File: config.mk
export PLATFORM = sky130hd
export DESIGN_NAME = hcb_cell
export DESIGN_NICKNAME = d
export VERILOG_FILES = /design/src/rtl/hcb_pkg.sv /design/src/rtl/hcb_cell.sv
export SDC_FILE = /design/constraint.sdc
export NUM_CORES = 1
export LEC_CHECK = 0
export BUFFER_PORTS_ARGS = -buffer_cell sky130_fd_sc_hd__clkbuf_2
export CAP_MARGIN = 20
export CORE_MARGIN = 4
export CORE_UTILIZATION = 51
export DETAILED_ROUTE_END_ITERATION = 7
export PLACE_DENSITY = 0.87
export SLEW_MARGIN = 20
export SYNTH_ARGS = -nofsm -noshare
export SYNTH_HDL_FRONTEND = slang
export SYNTH_SLANG_ARGS = --single-unit
File: constraint.sdc
create_clock -name clk_i -period 4.2 [get_ports clk_i]
set_clock_uncertainty 0.05 [all_clocks]
set_input_delay 1.05 -clock clk_i [delete_from_list [all_inputs] [get_ports clk_i]]
set_output_delay 1.05 -clock clk_i [all_outputs]
set_load 0.005 [all_outputs]
File: src/rtl/hcb_pkg.sv
`timescale 1ns / 1ps
`default_nettype none
package hcb_pkg;

  localparam int MAX_LEAVES  = 32;
  localparam int WEIGHT_BITS = 16;
  localparam int NODES       = 2 * MAX_LEAVES - 1;
  localparam int IDX_W       = $clog2(NODES);
  localparam int CNT_W       = $clog2(MAX_LEAVES + 1);
  localparam int LEAF_W      = $clog2(MAX_LEAVES);
  localparam int CODE_W      = MAX_LEAVES - 1;
  localparam int LEN_W       = $clog2(MAX_LEAVES);
  localparam int NODE_W      = WEIGHT_BITS + $clog2(MAX_LEAVES);

  typedef enum logic [1:0] {
    S_IDLE,
    S_SCAN,
    S_WAIT,
    S_EMIT
  } state_e;

  // running two-minimum search token passed cell to cell
  typedef struct packed {
    logic              valid;
    logic              have1;
    logic [IDX_W-1:0]  idx1;
    logic [NODE_W-1:0] w1;
    logic              have2;
    logic [IDX_W-1:0]  idx2;
    logic [NODE_W-1:0] w2;
  } carry_t;

  typedef struct packed {
    logic              en;
    logic [IDX_W-1:0]  idx;
    logic [NODE_W-1:0] weight;
  } load_t;

  typedef struct packed {
    logic              en;
    logic [IDX_W-1:0]  lo;
    logic [IDX_W-1:0]  hi;
    logic [IDX_W-1:0]  parent;
    logic [NODE_W-1:0] weight;
  } merge_t;

endpackage
`default_nettype wire

File: src/rtl/hcb_cell.sv
`timescale 1ns / 1ps
`default_nettype none
module hcb_cell
  import hcb_pkg::*;
(
  input  wire logic             clk_i,
  input  wire logic             rst_ni,
  input  wire logic [IDX_W-1:0] cell_idx_i,
  input  wire load_t            load_i,
  input  wire merge_t           merge_i,
  input  wire logic             clear_i,
  input  wire carry_t           carry_i,
  output carry_t                carry_o,
  output logic [CODE_W-1:0]     code_o,
  output logic [LEN_W-1:0]      len_o
);

  logic              pending_q, pending_d;
  logic [NODE_W-1:0] weight_q, weight_d;
  logic [IDX_W-1:0]  group_q, group_d;
  logic [CODE_W-1:0] code_q, code_d;
  logic [LEN_W-1:0]  len_q, len_d;
  carry_t            carry_q, carry_d;
  logic [CODE_W-1:0] bit_pos;

  assign bit_pos = CODE_W'(1) << len_q;

  always_comb begin
    pending_d = pending_q;
    weight_d  = weight_q;
    group_d   = group_q;
    code_d    = code_q;
    len_d     = len_q;
    if (clear_i) begin
      pending_d = 1'b0;
    end else if (load_i.en && load_i.idx == cell_idx_i) begin
      pending_d = 1'b1;
      weight_d  = load_i.weight;
      group_d   = cell_idx_i;
      code_d    = '0;
      len_d     = '0;
    end else if (merge_i.en) begin
      if (merge_i.parent == cell_idx_i) begin
        pending_d = 1'b1;
        weight_d  = merge_i.weight;
      end else if (merge_i.lo == cell_idx_i || merge_i.hi == cell_idx_i) begin
        pending_d = 1'b0;
      end
      // prepend the new root-side bit above the bits gathered so far
      if (group_q == merge_i.lo) begin
        group_d = merge_i.parent;
        len_d   = len_q + LEN_W'(1);
      end else if (group_q == merge_i.hi) begin
        group_d = merge_i.parent;
        code_d  = code_q | bit_pos;
        len_d   = len_q + LEN_W'(1);
      end
    end
  end

  // cells are scanned in ascending order, so a tie never displaces an older node
  always_comb begin
    carry_d = carry_i;
    if (merge_i.en) begin
      carry_d.valid = 1'b0;
    end else if (carry_i.valid && pending_q) begin
      if (!carry_i.have1 || weight_q < carry_i.w1) begin
        carry_d.have2 = carry_i.have1;
        carry_d.idx2  = carry_i.idx1;
        carry_d.w2    = carry_i.w1;
        carry_d.have1 = 1'b1;
        carry_d.idx1  = cell_idx_i;
        carry_d.w1    = weight_q;
      end else if (!carry_i.have2 || weight_q < carry_i.w2) begin
        carry_d.have2 = 1'b1;
        carry_d.idx2  = cell_idx_i;
        carry_d.w2    = weight_q;
      end
    end
  end

  always_ff @(posedge clk_i or negedge rst_ni) begin
    if (!rst_ni) begin
      pending_q <= 1'b0;
      carry_q   <= '0;
    end else begin
      pending_q <= pending_d;
      carry_q   <= carry_d;
    end
  end

  always_ff @(posedge clk_i) begin
    weight_q <= weight_d;
    group_q  <= group_d;
    code_q   <= code_d;
    len_q    <= len_d;
  end

  assign carry_o = carry_q;
  assign code_o  = code_q;
  assign len_o   = len_q;

endmodule
`default_nettype wire

=== Yosys cells after proc, flatten, opt, wreduce, memory -nomap -nowiden ===
Index checks and enable logic that the tools add are counted.

* Multiplexer cells: 24
* Bitwise logic cells: 2
* Order comparisons: 2
* Div/mod/pow operators: 0
* Shifts and indexed selects: 1
* Eq/ne operators: 7
* $add $sub $neg: 1
* $mul: 0
* Reductions and logical operators: 17

{| class="wikitable"
|+ Operators by type and width
! operator !! number
|-
| 2-to-1 mux 56 bit || 2
|-
| 2-to-1 mux 31 bit || 3
|-
| 2-to-1 mux 28 bit || 3
|-
| 2-to-1 mux 21 bit || 3
|-
| less-than comparator 21 bit || 2
|-
| == test 6 bit || 6
|-
| OR 31 bit || 1
|-
| left shift 1 x 5 -> 31 bit, first input constant || 1
|-
| 2-to-1 mux 6 bit || 4
|-
| 2-to-1 mux 5 bit || 3
|-
| 2-to-1 mux 1 bit || 6
|-
| AND reduction 3 bit || 2
|-
| nonzero test 2 bit || 3
|-
| nonzero test 3 bit || 2
|-
| adder 5 x 1 -> 5 bit, second input constant || 1
|-
| AND reduction 4 bit || 1
|-
| nonzero test 4 bit || 1
|-
| logical OR 1 bit || 3
|-
| logical AND 1 bit || 2
|-
| zero test 1 bit || 2
|-
| inequality test 2 bit, second input constant || 1
|-
| AND reduction 2 bit || 1
|-
| NOT 1 bit || 1
|}

* Output and inout bits: 93
* Latch bits: 0
* Bits in writable memories: 0
* Bits in read-only memories: 0
* Input bits: 134
* Bits in registers: 121
* Word-level logic and storage cells: 66
* Memories kept: 0

=== Logic depth before layout (Yosys ltp) ===
* Depth after elaboration: 7
* Mapped depth: 12
* Depth with buffers taken out: 9

=== Least setup slack after synthesis ===
No wires, ideal clock.

* Path kind: input to register
* Start: input cell_idx_i[2]
* End: register code_q[0], in the netlist code_o[0], enable pin
* Data arrival time: 3.912 ns
* Stages: 8
* Data required time: 3.720 ns
* Path slack: -0.192 ns
* Path buffers: 3
* Cells stage by stage: clkbuf_1 xnor2_1 nand4_1 nor4_1 buf_2 clkbuf_1 inv_1 a21oi_1

* Word-level cells in the longest chain between the ends: 4
* Elaborated cells on any way between the ends: 6

{| class="wikitable"
|+ RTL lines
! what !! RTL line !! RTL
|-
| start: declaration || hcb_cell.sv:8 || <nowiki>input wire logic [IDX_W-1:0] cell_idx_i,</nowiki>
|-
| == test 6 bit * || hcb_cell.sv:36 || <nowiki>end else if (load_i.en && load_i.idx == cell_idx_i) begin</nowiki>
|-
| logical AND 1 bit * || hcb_cell.sv:36 ||
|-
| inequality test 2 bit (no source line) or nonzero test 2 bit (tied branches) || n/a ||
|-
| AND reduction 4 bit (no source line) * || n/a ||
|-
| end signal: assignment || hcb_cell.sv:95 || <nowiki>code_q <= code_d;</nowiki>
|-
| end: declaration || hcb_cell.sv:21 || <nowiki>logic [CODE_W-1:0] code_q, code_d;</nowiki>
|}

Mark *: on every way between the ends. The rest lies on a longest branch, timed or not.
A chain may end at the register's enable or synchronous reset.

==> flow_summary.yaml <==
status:
  status: "complete, no violations"
detailed_routing:
  wl_per_cell_microns: 17.1
  vias: 5265
  ant_nets: 0
  via_per_inst: 5.33
  drc_errors: 0
  drtIter0Drc: 479
  drt_wl_total_microns: 16900
  drt-pass1-iter-count: 5
floorplan:
  start_util_pct: 53.1
  die_w_microns: 121
  die_y_microns: 121
  io_pins: 227
  die_area_sq_um: 14600
  fp-row-count: 40
  coreArea_sq_um: 12200
clocking:
  cts_buffers: 17
  holdBufCountCts: 0
  cts_tree: "built"
  clock-root-buffer: "clkbuf_16"
  post_cts_buffers: 0
  cts.path.max_buffers: 2
  clock-sinks: 121
  clock_latency_ns: 0.41
  htreeDepth: 4
  clk_pin_slew_ns: 0.05
  cts_resized: 0
setup_path:
  r2r-start: "weight_q[4]"
  arrival_ns: 3.37
  cp.depth: 10
  critPathRequiredTime_ns: 4.44
  setup.worst_path.start: "carry_i[34]"
  cp_max_fo: 22
  path_cells: "clkbuf_2, inv_1, ha_1, a21oi_1, o21ai_0, a311oi_1, o221ai_2, a21oi_4, buf_12, mux2_2"
  r2r_slack_ns: 1.38
  slowest_stage: "a21oi_4"
  end_kind: "register"
  startpoint_type: "primary input"
  crit_buf_inv: 3
  crit_path_end: "carry_o[28]"
  crit_family: "compound AO/OA/AOI/OAI gates"
  r2r_cells: 8
  cpPeakStageDelay_ns: 0.42
  worst_r2r_endpoint: "carry_o[28]"
  path_class: "primary input to register"
pwr:
  switchingPower_w: 0.000669
  swShare_pct: 21.7
  seqPwrFrac_pct: 42.2
  p_leak_nw: 3.86
  p_comb_share_pct: 9.1
  power_frac_clock_pct: 48.7
  p_per_area_nw_per_um2: 366
  finalPower_w: 0.00308
  p_int_w: 0.00241
  max-vdd-ir-drop_mv: 0.277
synthesis:
  synthesis.nets: 760
  synth_flop_cell: "edfxtp_1"
  ys_seq_area_share_pct: 51.6
  synthTopCellsByArea: "edfxtp_1 (29%), dfrtp_1 (22%), ha_1 (8.9%)"
  synth.cell_area_sq_um: 6480
  synth_cell_types: 40
  synth_edf_count: 63
  yosysTopAreaCell: "edfxtp_1"
  yosysWarnings: 0
  async_flop_share_pct: 47.9
  yosys.area.top_type_share_pct: 29.2
  ys_ff_latch: 121
  avgSynthCellArea_sq_um: 11.2
  synthCells: 580
sta:
  setup_viol: 0
  worstMarginPinSlew_ns: 0.888
  rsz0062_at_grt: "false"
  max_freq_ghz: 0.320
  whs_ns: 0.497
  relSlewSlack_pct: 40.8
  finalHoldViolCount: 0
  final_min_period_over_clock_period_pct: 74.4
  setup_tns_ns: 0
  fin_crit_ns: 3.12
  finalMaxSlewViolations: 0
hold_path:
  min_path_cells: 2
  hold_class: "register to register"
finish:
  synthToLayoutAreaGrowth_pct: 29.6
  n_fill_cell: 924
  multi_input_comb_area_sq_um: 2810
  seqCellArea_sq_um: 3340
  drive_gt1_share_pct: 37.8
  antenna_cells: 0
  final_common_cell: "clkbuf_2"
  fin_nets: 987
  fin_area_sq_um: 8400
  final_cell_mix: "clkbuf_2 (226), edfxtp_1 (63), dfrtp_1 (58)"
global_routing:
  antenna_found_initial: 0
  grt_usage_pct: 23.7
  grt_overflow: 0
  grt_pass1_vias: 5392
  grt_max_degree: 48
  grt_pass1_wl_microns: 26800
place:
  globalplace.congestion: 0.857
  dp_hpwl_microns: 13100
  numPortBuffers: 226
  dpl_cell_area_sq_um: 7790
run:
  maxCapViolCount: 0
[power by group through the flow]
stage	clock, W	combinational (W)	sequential [W]
2_1_floorplan	0	0.000127	0.00132
3_3_place_gp	0	0.000273	0.00132
3_5_place_dp	0	0.000282	0.00132
4_1_cts	0.00152	0.000285	0.00130
5_1_grt	0.00159	0.000314	0.00130
6_report	0.00150	0.000281	0.00130
[stage by stage]
step	instances	setup slack, ns	utilization (%)
final	988	1.08	68.8
after global routing	988	0.933	68.8
after CTS	988	1.04	68.8
after detailed placement	956	0.625	63.8
after global placement	956	0.699	63.8
after floorplan	580	0.418	-
[kinds of logic after synthesis]
kind of cell	Yosys count	synth area share, %
AO/OA/AOI/OAI	115	11.7
XOR/XNOR	38	5.13
adder cells (fa/ha/maj)	46	8.88
buffers and inverters	77	5.39
flip-flops	121	51.6
multiplexers	34	5.91
AND/OR/NAND/NOR	149	11.4
[cell usage after synthesis, types with 12 or more instances]
library cell / n
ha_1: 46
mux2_2: 34
nor2_1: 43
and2_1: 12
a221o_1: 27
xor2_1: 16
a31oi_1: 12
nand2_1: 37
a21oi_1: 37
dfrtp_1: 58
and2_0: 17
inv_1: 47
xnor2_1: 22
o21ai_0: 22
clkbuf_1: 13
edfxtp_1: 63
[area by class of cell]
cell class                      instances  area share [%]
Tap cell                              168            2.50
Inverter                               47            2.10
Clock buffer                           18            5.11
Multi-Input combinational cell        382            33.5
Clock inverter                         14            2.13
Timing Repair Buffer                  238            14.8
Sequential cell                       121            39.8
[worst reg2reg max path, stage by stage (launching register included)]
cell      delay (ns)
edfxtp_1        0.45
ha_1            0.25
nor4_1          0.26
o21ai_0         0.13
a311oi_1        0.39
o221ai_2        0.22
a21oi_4         0.42
buf_12          0.21
mux2_2          0.34
[routing by layer]
layer  vias to the layer above  GRT usage [%]  wire [microns]
met1                      2465           27.0            6330
met5                         -              0               0
li1                       2529              -               -
met2                       240           41.5            8750
met4                         0           10.1             497
met3                        31           7.02            1340
[worst min-delay path by stage]
| stage | startpoint | endpoint | slack (ns) |
|---|---|---|---|
| 2_1_floorplan | weight_q[1] | carry_o[29] | 0.45 |
| 3_3_place_gp | weight_q[1] | carry_o[29] | 0.48 |
| 3_5_place_dp | weight_q[1] | carry_o[29] | 0.49 |
| 4_1_cts | weight_q[1] | carry_o[29] | 0.50 |
| 5_1_grt | weight_q[12] | carry_o[12] | 0.54 |
| 6_report | weight_q[1] | carry_o[29] | 0.50 |
[sequential cells by signal, summed over array words and instances (netlist names)]
| register | flops |
|---|---|
| weight_q | 21 |
| len_o | 5 |
| pending_q | 1 |
| code_o | 31 |
| group_q | 6 |
| carry_o | 57 |
Note: power is estimated with default switching activity, not from simulation.
